[config.mk]
export PLATFORM = sky130hd
export DESIGN_NAME = per_client_window_rate_limiter_unit
export DESIGN_NICKNAME = d
export VERILOG_FILES = /design/src/pcwrl_pkg.sv /design/src/pcwrl_engine.sv /design/src/per_client_window_rate_limiter_unit.sv
export SDC_FILE = /design/constraint.sdc
export NUM_CORES = 2
export LEC_CHECK = 0
export BUFFER_PORTS_ARGS = -buffer_cell sky130_fd_sc_hd__buf_2
export CAP_MARGIN = 20
export CORE_MARGIN = 3
export CORE_UTILIZATION = 45
export DETAILED_ROUTE_END_ITERATION = 8
export PLACE_DENSITY = 0.64
export SETUP_SLACK_MARGIN = 0.3
export SLEW_MARGIN = 20
export SYNTH_ARGS = -nofsm -noshare
export SYNTH_HDL_FRONTEND = slang
export SYNTH_SLANG_ARGS = --single-unit
[constraint.sdc]
create_clock -name clk_i -period 9.3 [get_ports clk_i]
set_input_delay 0.465 -clock clk_i [delete_from_list [all_inputs] [get_ports clk_i]]
set_output_delay 0.465 -clock clk_i [all_outputs]
set_load 0.1 [all_outputs]
[src/pcwrl_pkg.sv]
// Package for the per-client window rate limiter: widths, codes and the
// structs shared by the top level and the record engine. No dependencies.
`timescale 1ns / 1ps
`default_nettype none

package pcwrl_pkg;

  // Record table
  localparam int TABLE_DEPTH = 16;
  localparam int IDX_W       = (TABLE_DEPTH > 1) ? $clog2(TABLE_DEPTH) : 1;
  localparam int CNT_W       = $clog2(TABLE_DEPTH + 1);

  // Field widths
  localparam int ADDR_W    = 32;
  localparam int TIME_W    = 32;
  localparam int COUNT_W   = 16;
  localparam int WIN_W     = 31;
  localparam int MAXREQ_W  = 16;
  localparam int ACTIVE_W  = 5;

  localparam logic [COUNT_W-1:0] COUNT_MAX = '1;

  // Stream and configuration port widths
  localparam int IN_TDATA_W  = 64;
  localparam int OUT_TDATA_W = 24;
  localparam int CFG_IDX_W   = 8;
  localparam int CFG_DATA_W  = 32;

  // Configuration register indexes
  localparam logic [CFG_IDX_W-1:0] REG_WINDOW_MS    = 8'd0;
  localparam logic [CFG_IDX_W-1:0] REG_MAX_REQUESTS = 8'd1;

  // Reset values of the configuration registers
  localparam logic [WIN_W-1:0]    WINDOW_RESET  = 31'd60000;
  localparam logic [MAXREQ_W-1:0] MAXREQ_RESET  = 16'd60;

  typedef enum logic {
    OP_CHECK = 1'b0,
    OP_PURGE = 1'b1
  } op_e;

  typedef struct packed {
    op_e               op;
    logic [ADDR_W-1:0] addr;
    logic [TIME_W-1:0] now;
  } req_t;

  typedef struct packed {
    logic [WIN_W-1:0]    window;
    logic [MAXREQ_W-1:0] max_req;
  } cfg_t;

  typedef struct packed {
    logic                allowed;
    logic                full;
    logic [COUNT_W-1:0]  count;
    logic [ACTIVE_W-1:0] active;
  } resp_t;

endpackage

`default_nettype wire

[src/pcwrl_engine.sv]
// Record engine of the rate limiter: the client record memory, its scan and
// compaction sequencer and the shared age subtractor and compare unit.
// Depends on pcwrl_pkg.
`timescale 1ns / 1ps
`default_nettype none

module pcwrl_engine
  import pcwrl_pkg::*;
(
  input  wire logic  clk_i,
  input  wire logic  rst_ni,
  input  wire cfg_t  cfg_i,
  input  wire logic  start_i,
  input  wire req_t  req_i,
  output logic       busy_o,
  output logic       res_valid_o,
  input  wire logic  res_ready_i,
  output resp_t      res_o
);

  typedef enum logic [1:0] {
    ST_IDLE,
    ST_SCAN,
    ST_UPDATE,
    ST_RESP
  } state_e;

  // Record memory, one write and one registered read port
  logic [ADDR_W-1:0]  key_mem   [TABLE_DEPTH];
  logic [TIME_W-1:0]  start_mem [TABLE_DEPTH];
  logic [COUNT_W-1:0] cnt_mem   [TABLE_DEPTH];

  logic               re;
  logic [IDX_W-1:0]   ra;
  logic               we;
  logic [IDX_W-1:0]   wa;
  logic [ADDR_W-1:0]  w_key;
  logic [TIME_W-1:0]  w_start;
  logic [COUNT_W-1:0] w_cnt;

  logic [ADDR_W-1:0]  rd_key_q;
  logic [TIME_W-1:0]  rd_start_q;
  logic [COUNT_W-1:0] rd_cnt_q;

  // Sequencer state
  state_e           state_q, state_d;
  logic [CNT_W-1:0] used_q, used_d;
  logic [CNT_W-1:0] idx_q, idx_d;
  logic [CNT_W-1:0] dst_q, dst_d;
  logic             cmp_vld_q, cmp_vld_d;
  logic [IDX_W-1:0] cmp_idx_q, cmp_idx_d;
  logic             new_q, new_d;
  logic [IDX_W-1:0] slot_q, slot_d;
  req_t             req_q, req_d;
  resp_t            res_q, res_d;

  // Shared unit: age of a record and one compare against a bound
  logic [TIME_W-1:0]  cur_start;
  logic [COUNT_W-1:0] cur_cnt;
  logic [TIME_W-1:0]  age;
  logic [TIME_W-1:0]  bound;
  logic               in_bound;
  logic [COUNT_W-1:0] cnt_inc;
  logic [CNT_W-1:0]   used_inc;
  logic               more;
  logic               hit;
  logic               scan_end;

  // A new record starts at now with a count of zero.
  assign cur_start = new_q ? req_q.now : rd_start_q;
  assign cur_cnt   = new_q ? '0 : rd_cnt_q;
  assign age       = req_q.now - cur_start;
  // Purge keeps a record while age <= 2*window, that is age < 2*window + 1.
  assign bound     = (req_q.op == OP_PURGE) ? {cfg_i.window, 1'b1} : {1'b0, cfg_i.window};
  assign in_bound  = age < bound;
  assign cnt_inc   = (cur_cnt == COUNT_MAX) ? cur_cnt : cur_cnt + COUNT_W'(1);
  assign used_inc  = used_q + CNT_W'(1);

  assign more      = idx_q < used_q;
  assign hit       = cmp_vld_q && (rd_key_q == req_q.addr);
  // The read pipeline is empty and nothing is left to issue.
  assign scan_end  = !cmp_vld_q && !more;

  always_comb begin
    state_d   = state_q;
    used_d    = used_q;
    idx_d     = idx_q;
    dst_d     = dst_q;
    cmp_vld_d = cmp_vld_q;
    cmp_idx_d = cmp_idx_q;
    new_d     = new_q;
    slot_d    = slot_q;
    req_d     = req_q;
    res_d     = res_q;
    re        = 1'b0;
    ra        = idx_q[IDX_W-1:0];
    we        = 1'b0;
    wa        = slot_q;
    w_key     = req_q.addr;
    w_start   = cur_start;
    w_cnt     = cnt_inc;

    case (state_q)
      ST_IDLE: begin
        if (start_i) begin
          req_d     = req_i;
          idx_d     = '0;
          dst_d     = '0;
          cmp_vld_d = 1'b0;
          new_d     = 1'b0;
          state_d   = ST_SCAN;
        end
      end

      ST_SCAN: begin
        if (req_q.op == OP_CHECK) begin
          if (hit) begin
            // Hold the matched record in the read register.
            slot_d  = cmp_idx_q;
            state_d = ST_UPDATE;
          end else if (scan_end) begin
            if (used_q < CNT_W'(TABLE_DEPTH)) begin
              new_d   = 1'b1;
              slot_d  = used_q[IDX_W-1:0];
              state_d = ST_UPDATE;
            end else begin
              res_d.allowed = 1'b1;
              res_d.full    = 1'b1;
              res_d.count   = '0;
              res_d.active  = ACTIVE_W'(used_q);
              state_d       = ST_RESP;
            end
          end else begin
            re        = more;
            idx_d     = more ? idx_q + CNT_W'(1) : idx_q;
            cmp_vld_d = more;
            cmp_idx_d = idx_q[IDX_W-1:0];
          end
        end else begin
          // Compaction writes never reach an address still to be read.
          if (cmp_vld_q && in_bound) begin
            we      = 1'b1;
            wa      = dst_q[IDX_W-1:0];
            w_key   = rd_key_q;
            w_start = rd_start_q;
            w_cnt   = rd_cnt_q;
            dst_d   = dst_q + CNT_W'(1);
          end
          if (scan_end) begin
            used_d        = dst_q;
            res_d.allowed = 1'b1;
            res_d.full    = 1'b0;
            res_d.count   = '0;
            res_d.active  = ACTIVE_W'(dst_q);
            state_d       = ST_RESP;
          end else begin
            re        = more;
            idx_d     = more ? idx_q + CNT_W'(1) : idx_q;
            cmp_vld_d = more;
            cmp_idx_d = idx_q[IDX_W-1:0];
          end
        end
      end

      ST_UPDATE: begin
        we            = 1'b1;
        wa            = slot_q;
        w_key         = req_q.addr;
        res_d.full    = 1'b0;
        if (in_bound) begin
          w_start       = cur_start;
          w_cnt         = cnt_inc;
          res_d.allowed = cnt_inc <= cfg_i.max_req;
        end else begin
          w_start       = req_q.now;
          w_cnt         = COUNT_W'(1);
          res_d.allowed = 1'b1;
        end
        res_d.count = w_cnt;
        used_d      = new_q ? used_inc : used_q;
        res_d.active = ACTIVE_W'(used_d);
        state_d     = ST_RESP;
      end

      ST_RESP: begin
        if (res_ready_i) begin
          state_d = ST_IDLE;
        end
      end

      default: begin
        state_d = ST_IDLE;
      end
    endcase
  end

  always_ff @(posedge clk_i or negedge rst_ni) begin
    if (!rst_ni) begin
      state_q   <= ST_IDLE;
      used_q    <= '0;
      idx_q     <= '0;
      dst_q     <= '0;
      cmp_vld_q <= 1'b0;
      new_q     <= 1'b0;
    end else begin
      state_q   <= state_d;
      used_q    <= used_d;
      idx_q     <= idx_d;
      dst_q     <= dst_d;
      cmp_vld_q <= cmp_vld_d;
      new_q     <= new_d;
    end
  end

  always_ff @(posedge clk_i) begin
    cmp_idx_q <= cmp_idx_d;
    slot_q    <= slot_d;
    req_q     <= req_d;
    res_q     <= res_d;
  end

  always_ff @(posedge clk_i) begin
    if (we) begin
      key_mem[wa]   <= w_key;
      start_mem[wa] <= w_start;
      cnt_mem[wa]   <= w_cnt;
    end
    if (re) begin
      rd_key_q   <= key_mem[ra];
      rd_start_q <= start_mem[ra];
      rd_cnt_q   <= cnt_mem[ra];
    end
  end

  assign busy_o      = (state_q != ST_IDLE);
  assign res_valid_o = (state_q == ST_RESP);
  assign res_o       = res_q;

endmodule

`default_nettype wire

[src/per_client_window_rate_limiter_unit.sv]
// Per-client fixed-window rate limiter, top level: stream ports, configuration
// registers and the result register. Depends on pcwrl_pkg and pcwrl_engine.
//
// The block keeps up to 16 client records (address, window start, request
// count) and takes one item at a time: a check of one request or a purge of
// stale records. A check passes through accept, scan, update and result, a
// purge through accept, scan and result; the scan reads one record per cycle
// from the record memory, and a check that finds the table full skips the
// update. s_axis_tready is low while an item is in work, and the result waits
// in its own register, so the next item may enter while a result is still
// waiting to be taken.
// Configuration writes are always accepted and must be made only while the
// block is idle.
`timescale 1ns / 1ps
`default_nettype none

module per_client_window_rate_limiter_unit
  import pcwrl_pkg::*;
(
  input  wire logic                   clk_i,
  input  wire logic                   rst_ni,
  // Configuration write channel
  input  wire logic                   cfg_valid_i,
  output logic                        cfg_ready_o,
  input  wire logic [CFG_IDX_W-1:0]   cfg_index_i,
  input  wire logic [CFG_DATA_W-1:0]  cfg_data_i,
  // Input items
  input  wire logic                   s_axis_tvalid,
  output logic                        s_axis_tready,
  // [31:0] client_addr, [63:32] now_ms
  input  wire logic [IN_TDATA_W-1:0]  s_axis_tdata,
  // [0] operation
  input  wire logic                   s_axis_tuser,
  // Result items
  output logic                        m_axis_tvalid,
  input  wire logic                   m_axis_tready,
  // [0] allowed, [1] table_full, [17:2] client_count, [22:18] active_records,
  // [23] zero
  output logic [OUT_TDATA_W-1:0]      m_axis_tdata
);

  cfg_t  cfg_q;
  req_t  req;
  resp_t eng_res;
  logic  eng_busy;
  logic  eng_res_valid;
  logic  eng_res_ready;
  logic  in_fire;

  logic  m_valid_q;
  resp_t m_data_q;

  assign cfg_ready_o = 1'b1;

  always_ff @(posedge clk_i or negedge rst_ni) begin
    if (!rst_ni) begin
      cfg_q.window  <= WINDOW_RESET;
      cfg_q.max_req <= MAXREQ_RESET;
    end else if (cfg_valid_i) begin
      case (cfg_index_i)
        REG_WINDOW_MS:    cfg_q.window  <= cfg_data_i[WIN_W-1:0];
        REG_MAX_REQUESTS: cfg_q.max_req <= cfg_data_i[MAXREQ_W-1:0];
        default:          ;
      endcase
    end
  end

  assign s_axis_tready = !eng_busy;
  assign in_fire       = s_axis_tvalid && s_axis_tready;

  assign req.op   = op_e'(s_axis_tuser);
  assign req.addr = s_axis_tdata[ADDR_W-1:0];
  assign req.now  = s_axis_tdata[ADDR_W+TIME_W-1:ADDR_W];

  pcwrl_engine u_engine (
    .clk_i       (clk_i),
    .rst_ni      (rst_ni),
    .cfg_i       (cfg_q),
    .start_i     (in_fire),
    .req_i       (req),
    .busy_o      (eng_busy),
    .res_valid_o (eng_res_valid),
    .res_ready_i (eng_res_ready),
    .res_o       (eng_res)
  );

  // The result register takes a new item when empty or being emptied.
  assign eng_res_ready = !m_valid_q || m_axis_tready;

  always_ff @(posedge clk_i or negedge rst_ni) begin
    if (!rst_ni) begin
      m_valid_q <= 1'b0;
    end else if (eng_res_valid && eng_res_ready) begin
      m_valid_q <= 1'b1;
    end else if (m_axis_tready) begin
      m_valid_q <= 1'b0;
    end
  end

  always_ff @(posedge clk_i) begin
    if (eng_res_valid && eng_res_ready) begin
      m_data_q <= eng_res;
    end
  end

  assign m_axis_tvalid = m_valid_q;
  assign m_axis_tdata  = {1'b0, m_data_q.active, m_data_q.count, m_data_q.full,
                          m_data_q.allowed};

`ifndef SYNTHESIS
  // The engine never offers a result while it is ready for a new item.
  a_res_only_when_busy: assert property (@(posedge clk_i) disable iff (!rst_ni)
    eng_res_valid |-> !s_axis_tready)
    else $error("engine result offered while input is ready");

  // A full-table result can only come from a table that holds every record.
  a_full_means_full: assert property (@(posedge clk_i) disable iff (!rst_ni)
    (m_valid_q && m_data_q.full) |-> (m_data_q.active == ACTIVE_W'(TABLE_DEPTH)))
    else $error("table_full reported with free records");

  // A denied request always carries a nonzero count.
  a_deny_has_count: assert property (@(posedge clk_i) disable iff (!rst_ni)
    (m_valid_q && !m_data_q.allowed) |-> (m_data_q.count != '0))
    else $error("denied request with zero count");

  // An accepted item leaves the block busy in the next cycle.
  a_accept_busy: assert property (@(posedge clk_i) disable iff (!rst_ni)
    in_fire |=> !s_axis_tready)
    else $error("input ready right after an accepted item");
`endif

endmodule

`default_nettype wire
## Word-level counts from Yosys, hierarchy flattened

Memory sizes are Yosys's and may differ from the RTL's. A register that Yosys moved wholly into a read port is not among the register bits.
Index checks and enable logic that the tools add are counted.

- Register bits after elaboration: 186
- RAM bits: 1280
- Bits of input ports: 110
- Output and inout port bits: 27
- Memories kept: 3

- $add $sub $neg: 5
- Magnitude comparators: 4
- Equality and inequality tests: 19
- Mux-type cells: 73
- Bitwise gates (word level): 1
- Reductions and logical operators: 29

Memory list:

| memory | depth | bits a word | read ports | clocked after memory_dff | write ports | line | source |
|---|---|---|---|---|---|---|---|
| u_engine.key_mem | 16 | 32 | 1 | 1 | 1 | pcwrl_engine.sv:29 | `logic [ADDR_W-1:0] key_mem [TABLE_DEPTH];` |
| u_engine.start_mem | 16 | 32 | 1 | 1 | 1 | pcwrl_engine.sv:30 | `logic [TIME_W-1:0] start_mem [TABLE_DEPTH];` |
| u_engine.cnt_mem | 16 | 16 | 1 | 1 | 1 | pcwrl_engine.sv:31 | `logic [COUNT_W-1:0] cnt_mem [TABLE_DEPTH];` |

Operators by type and width:

| kind | count |
|---|---|
| $mux W32 | 8 |
| $mux W23 | 5 |
| $mux W16 | 5 |
| $pmux W32 S2 | 1 |
| $mux W5 | 10 |
| $pmux W23 S2 | 1 |
| $mux W4 | 9 |
| $eq A32 B32 Y1 | 1 |
| $lt A32 B32 Y1 | 1 |
| $pmux W16 S2 | 1 |
| $sub A32 B32 Y32 | 1 |
| $pmux W5 S2 | 3 |
| $mux W1 | 20 |
| $add A16 B1 Y16 const B | 1 |
| $eq A16 B16 Y1 const B | 1 |
| $le A16 B16 Y1 | 1 |
| $add A5 B1 Y5 const B | 3 |
| $mux W2 | 6 |
| $ne A2 B1 Y1 const B | 6 |
| $reduce_and A4 Y1 | 3 |
| $reduce_bool A2 Y1 | 6 |
| $eq A8 B1 Y1 const B | 1 |
| $logic_not A8 Y1 | 1 |
| $pmux W2 S4 | 1 |
| 18 further kinds | 35 |

## Longest topological paths before layout

- Word-level depth: 9
- Mapped depth: 26
- Depth with buffers taken out: 21

## By module

From an unflattened synthesis, not the netlist that was laid out.

- Cells, all modules: 3226
- Area, all modules: 63369.5 µm²

By module, submodules not included:

| module | times used | cells an instance | area each (µm²) |
|---|---|---|---|
| pcwrl_engine | 1 | 3089 | 60809.6 |
| per_client_window_rate_limiter_unit | 1 | 137 | 2560.0 |

## Worst setup path after synthesis

Ideal clock, no wire load.

- Kind: reg-to-reg
- From: register u_engine.new_q
- To: memory u_engine.cnt_mem[8][0] (enable)
- Setup time: 519 ps
- Arrival: 8912 ps
- Path slack: -131 ps
- Stages on the path, launching flop included: 24
- Buffers on the path: 5
- Period minus slack after synthesis: 9431 ps
- Cells stage by stage: dfrtp_1 buf_2 buf_1 buf_1 mux2i_1 ha_1 clkbuf_1 a21o_1 a21o_1 or3_1 nor3_1 nor3_1 a211oi_1 nor3_1 a311oi_1 ha_1 a21o_1 a21o_1 a221oi_2 o21ai_1 nor3_1 clkbuf_1 a31oi_1 nor2_1

- Cells in the longest elaborated chain, start to end: 9

RTL lines:

| what | line | source |
|---|---|---|
| from (decl) | pcwrl_engine.sv:52 | `logic new_q, new_d;` |
| from (signal assigned) | pcwrl_engine.sv:211 | `new_q <= new_d;` |
| $mux W32 * | pcwrl_engine.sv:70 | `assign cur_start = new_q ? req_q.now : rd_start_q;` |
| $sub A32 B32 Y32 * | pcwrl_engine.sv:72 | `assign age = req_q.now - cur_start;` |
| $lt A32 B32 Y1 * | pcwrl_engine.sv:75 | `assign in_bound = age < bound;` |
| $logic_and A1 B1 Y1 * | pcwrl_engine.sv:141 | `if (cmp_vld_q && in_bound) begin` |
| $mux W1 | pcwrl_engine.sv:141 |  |
| $mux W1 | pcwrl_engine.sv:116 | `if (req_q.op == OP_CHECK) begin` |
| $pmux W1 S2 | pcwrl_engine.sv:103 | `case (state_q)` |
| $mux W1 | pcwrl_engine.sv:223 | `if (we) begin` |
| $mux W1 (not written as such) | pcwrl_engine.sv:226 | `cnt_mem[wa] <= w_cnt;` |
| to (decl) | pcwrl_engine.sv:31 |  |

Mark *: on every way between the ends. The rest lies on a longest branch, timed or not.

## Worst setup path in the final report

- From: register u_engine.new_q
- To: memory u_engine.key_mem[9][17] (enable)

- Cells in the longest elaborated chain, start to end: 9

RTL lines:

| what | line | source |
|---|---|---|
| $mux W32 * | pcwrl_engine.sv:70 |  |
| $sub A32 B32 Y32 * | pcwrl_engine.sv:72 |  |
| $lt A32 B32 Y1 * | pcwrl_engine.sv:75 |  |
| $logic_and A1 B1 Y1 * | pcwrl_engine.sv:141 |  |
| $mux W1 | pcwrl_engine.sv:141 |  |
| $mux W1 | pcwrl_engine.sv:116 |  |
| $pmux W1 S2 | pcwrl_engine.sv:103 |  |
| $mux W1 | pcwrl_engine.sv:223 |  |
| $mux W1 (not written as such) | pcwrl_engine.sv:224 | `key_mem[wa] <= w_key;` |
| to (decl) | pcwrl_engine.sv:29 |  |

Marked as above.

==> metrics.md <==
| Metric | Value |
|---|---|
| DRC | 0 |
| Wire length per cell | between 20 and 30 um |
| Reg2Reg Setup Slack | 1.00 ns |
| CP Launch Type | flop |
| Final min period | around 8.3 ns |
| Crit path to | u_engine.key_mem[9][17]$_DFFE_PP_ |
| RSZ-0062 raised after global routing | no |
| Clock sinks | between 1500 and 2000 |
| Unique masters post-synth | 71 |
| YS warnings | 0 |
| Mapped Avg Cell Area | slightly above 20 um2 |
| Mux share of post-synthesis cell area | between 10% and 20% |
| Htree depth | 4 |
| Clk slew on worst S/H paths | roughly 0.060 ns |
| Core area | between 100000 and 150000 um2 |
| Initial core utilization | a little under half |
| Worst reg2reg path depth | 22 |
| Worst r2r src | u_engine.new_q$_DFFE_PN0P_ |
| Vias | 31150 |
| Largest net degree at the start of global routing | around 160 |
| Root Driver | clkbuf_16 |
| DR pass1 iterations | 6 |
| Area leader, netlist | edfxtp_1 |
| Final Hold Viols | 0 |
| Filler Cells Inserted | roughly 10000 |
| Post-Synth Simple-Gate Area | under 10% |
| Status | complete, no violations |
| WP data arrival | roughly 8.7 ns |
| TNS Setup | 0 ns |
| Die Y | around 380 um |
| Antenna viol nets, final | 0 |
| Period utilization | 89.24% |
| CTS buffer count | between 150 and 200 |
| Sequential share of the synthesized area | 73.75% |
| Critical Path Source | u_engine.new_q$_DFFE_PN0P_ |
| Worst-margin pin slew | 1.078 ns |
| Final WL | between 100000 and 150000 um |
| Via-to-Cell Ratio | approximately 5.9 |
| Multi-input gate area | ~16000 um2 |
| Synth Instances | 3012 |
| Full die area | about 140000 um2 |
| Gr usage total | 20.52% |
| Ys async rst share | 4.334% |
| Initial DRC Count | between 3000 and 4000 |
| Fmax | 0.1205 GHz |
| Leak | 0.02322 uW |
| Detail Placement HPWL | roughly 78000 um |
| Yosys reg bits | 1546 |
| Vias in the first global route | 32280 |
| Place WS | a little under 0.9 ns |
| Synth Flop Type | edfxtp_1 |
| EDFF count, synth | around 1500 |
| Max Cap Violations | 0 |
| Worst Path Required | 9.71 ns |
| Port-buffer cells | between 100 and 150 |
| Wire length of the first global-routing pass | about 210000 um |
| Fin Clk Skew | just over 0.03 ns |
| Critical R2R Capture | u_engine.key_mem[9][17]$_DFFE_PP_ |
| Fraction of layout cells with a size suffix above 1 | about 28% |
| Crit Path Category | reg -> reg |
| Synth Area in Compound Gates | between 2 and 3% |
| Antenna violations before repair | 3 |
| Largest family of logic cells by synthesized area | multiplexers |
| Post-synth top area share | a little under three quarters |
| Mapped Area | 62510 um2 |
| Worst Path Max Fanout | 50 |
| Hold Crit Class | in -> reg |
| Worst setup EP type | flop |
| Worst IR Drop VDD | about 0.00026 V |
| Worst-Skew Late Latency | roughly 0.79 ns |
| Final WS setup | 1.001 ns |
| Die W | 378.7 um |
| Pins Over Slew Limit | 0 |
| Gpl congestion | roughly 0.9 |
| TritonCTS clock tree | done |
| Endpoints failing setup | 0 |
| FF/Latch Area | approximately 46000 um2 |
| Nets | between 3000 and 4000 |
| # rows | 136 |
| Clock buffer depth | 3 |
| Largest cells by area after synthesis | edfxtp_1 (71%), mux4_2 (14%), dfrtp_1 (2.2%) |
| Synth Area in XOR/XNOR | under 10% |
| Layout area overhead | 15.00% |
| # IOs | 137 |
| Grt ovf | 0 |
| Syn Nets | between 3000 and 4000 |
| Post-Synth Adder-Cell Area | under 10% |
| Max-slew headroom | approximately 28% |
| PwrDens | between 300 and 400 nW/um2 |
==> state kept, by name (all words and copies together) (netlist names) <==
| register | flops |
|---|---|
| m_axis_tvalid | 1 |
| u_engine.slot_q | 4 |
| u_engine.req_q | 65 |
| m_axis_tdata | 23 |
| u_engine.rd_start_q | 32 |
| u_engine.rd_key_q | 32 |
| u_engine.used_q | 5 |
| u_engine.dst_q | 5 |
| u_engine.state_q | 2 |
| u_engine.res_o | 23 |
| u_engine.idx_q | 5 |
| u_engine.key_mem | 512 |
| u_engine.rd_cnt_q | 16 |
| u_engine.cnt_mem | 256 |
| cfg_q | 47 |
| u_engine.cmp_vld_q | 1 |
| u_engine.cmp_idx_q | 4 |
| u_engine.start_mem | 512 |
| u_engine.new_q | 1 |
==> layout make-up <==
cell class	instances	share of cell area, %
repair buffers	297	3.425
clock inverters	90	1.222
flip-flops and latches	1546	64.15
multi-input cells	1274	21.97
clock buffers	196	5.831
inverters	52	0.2715
well taps	1794	3.122
diodes	2	0.006962
==> through the flow <==
stage / hold WS, ns / instances / power, uW / util, % / area [um2]
floorplan: 0.1694 / 3012 / 15080 / - / 62510
global placement: 0.4123 / 4864 / 16850 / 47.79 / 65790
detailed placement: 0.4117 / 4864 / 17200 / 47.79 / 65790
CTS: 0.06334 / 5248 / 23450 / 52.19 / 71840
global route: 0.09431 / 5251 / 24410 / 52.22 / 71890
finish: 0.1200 / 5251 / 23320 / 52.22 / 71890
==> worst max-delay path: stages (launching register included) <==
cell and delay [ns]:
dfrtp_2 0.69, buf_4 0.44, mux2i_1 0.16, ha_1 0.42, nand2_1 0.14, o211a_1 0.25
nor3_1 0.32, nor3_1 0.11, nor3_1 0.56, a211oi_1 0.29, o31ai_1 0.35, xnor2_1 0.11
ha_1 0.35, nand4_1 0.18, nor4_1 0.57, buf_4 0.24, nand2_1 0.08, o32ai_4 0.53
nor3_4 0.23, nor4b_1 0.40, a31oi_1 0.25, nor2_4 0.71, buf_12 0.44
==> cells in the mapped netlist (3+ instances only) <==
library cell,n
nor4_1,13
dfstp_2,11
a21oi_1,69
xnor2_1,31
nor4b_1,3
o22ai_1,5
nor3_1,24
o21a_1,5
nor2b_1,17
buf_2,10
dfrtp_1,56
buf_1,31
clkbuf_1,93
a211oi_1,6
and3_1,6
a22o_1,40
nand2_1,69
a22oi_1,3
mux4_2,400
o21ai_1,4
clkinv_1,3
mux2_2,85
inv_1,49
nor3b_1,5
a211o_1,7
and2_1,9
nor2_1,83
mux2i_1,66
a21o_1,19
o31ai_1,6
o311ai_0,3
a31oi_1,7
buf_6,4
nand4_1,19
nand2b_1,10
xor2_1,42
o21ai_0,56
nand3_1,28
edfxtp_1,1479
ha_1,91
or3_1,6
==> power by group <==
group	leakage [uW]	switching (uW)	total, uW	internal, uW
registers	0.0143	421	10200	9820
clock network	0.00247	2620	6190	3580
logic	0.00643	4410	6890	2480
==> repair_timing <==
action / CTS / global route
gates resized for setup: 0 / 0
hold endpoints to repair: 169 / 0
hold buffers: 98 / 0
buffers inserted: 0 / 0
==> logic make-up (layout without fill, tap and decap cells) <==
kind of cell | count (synthesis) | after routing
DFF | 1546 | 1546
muxes | 551 | 551
and+or+nand+nor | 304 | 304
buffers and inverters | 192 | 635
other | 2 | 4
xor gates and xnor gates | 73 | 73
AOI/OAI and AO/OA | 252 | 252
adders and majority gates | 92 | 92
==> worst min-delay path by stage <==
stage                                           from                        endpoint  slack [ns]  depth (start not counted)
detailed placement  u_engine.res_o[13]$_SDFFCE_PN0P_      m_axis_tdata[10]$_DFFE_PP_        0.41                          0
CTS                                    s_axis_tvalid  u_engine.cmp_vld_q$_DFFE_PN0P_        0.06                          3
global route                           s_axis_tvalid  u_engine.cmp_vld_q$_DFFE_PN0P_        0.09                          3
finish                                 s_axis_tvalid  u_engine.cmp_vld_q$_DFFE_PN0P_        0.12                          3
floorplan                                     rst_ni            cfg_q[0]$_DFFE_PN0P_        0.17                          0
global placement    u_engine.res_o[18]$_SDFFCE_PN0P_      m_axis_tdata[15]$_DFFE_PP_        0.41                          0
==> metal layers <==
metal  global-route usage (%)  routed length (um)
met5                        0                   0
met2                    33.11               71040
met1                    28.78               60380
met4                    6.006                3698
met3                    3.754               10310
==> cells in the final DEF, fill, tap and decap left out, drive strengths merged, types with 5 or more instances in the layout <==
cell	count
or3	6
mux2	85
clkinv	65
clkbuf	196
a211o	7
clkinvlp	6
nand3	29
a21o	19
nand4	19
edfxtp	1479
xnor2	31
bufinv	13
nand2	69
ha	91
nor2	83
nor3b	5
o21a	5
nor2b	17
and3	7
dfrtp	56
mux2i	66
o22ai	6
a31oi	7
a22o	40
o31ai	7
o21ai	60
inv	58
buf	199
mux4	400
and2	9
nor4	15
nor3	24
a211oi	7
dlygate4sd3	98
nand2b	10
xor2	42
a21oi	69
dfstp	11
Note: power is estimated with default switching activity, not from simulation.
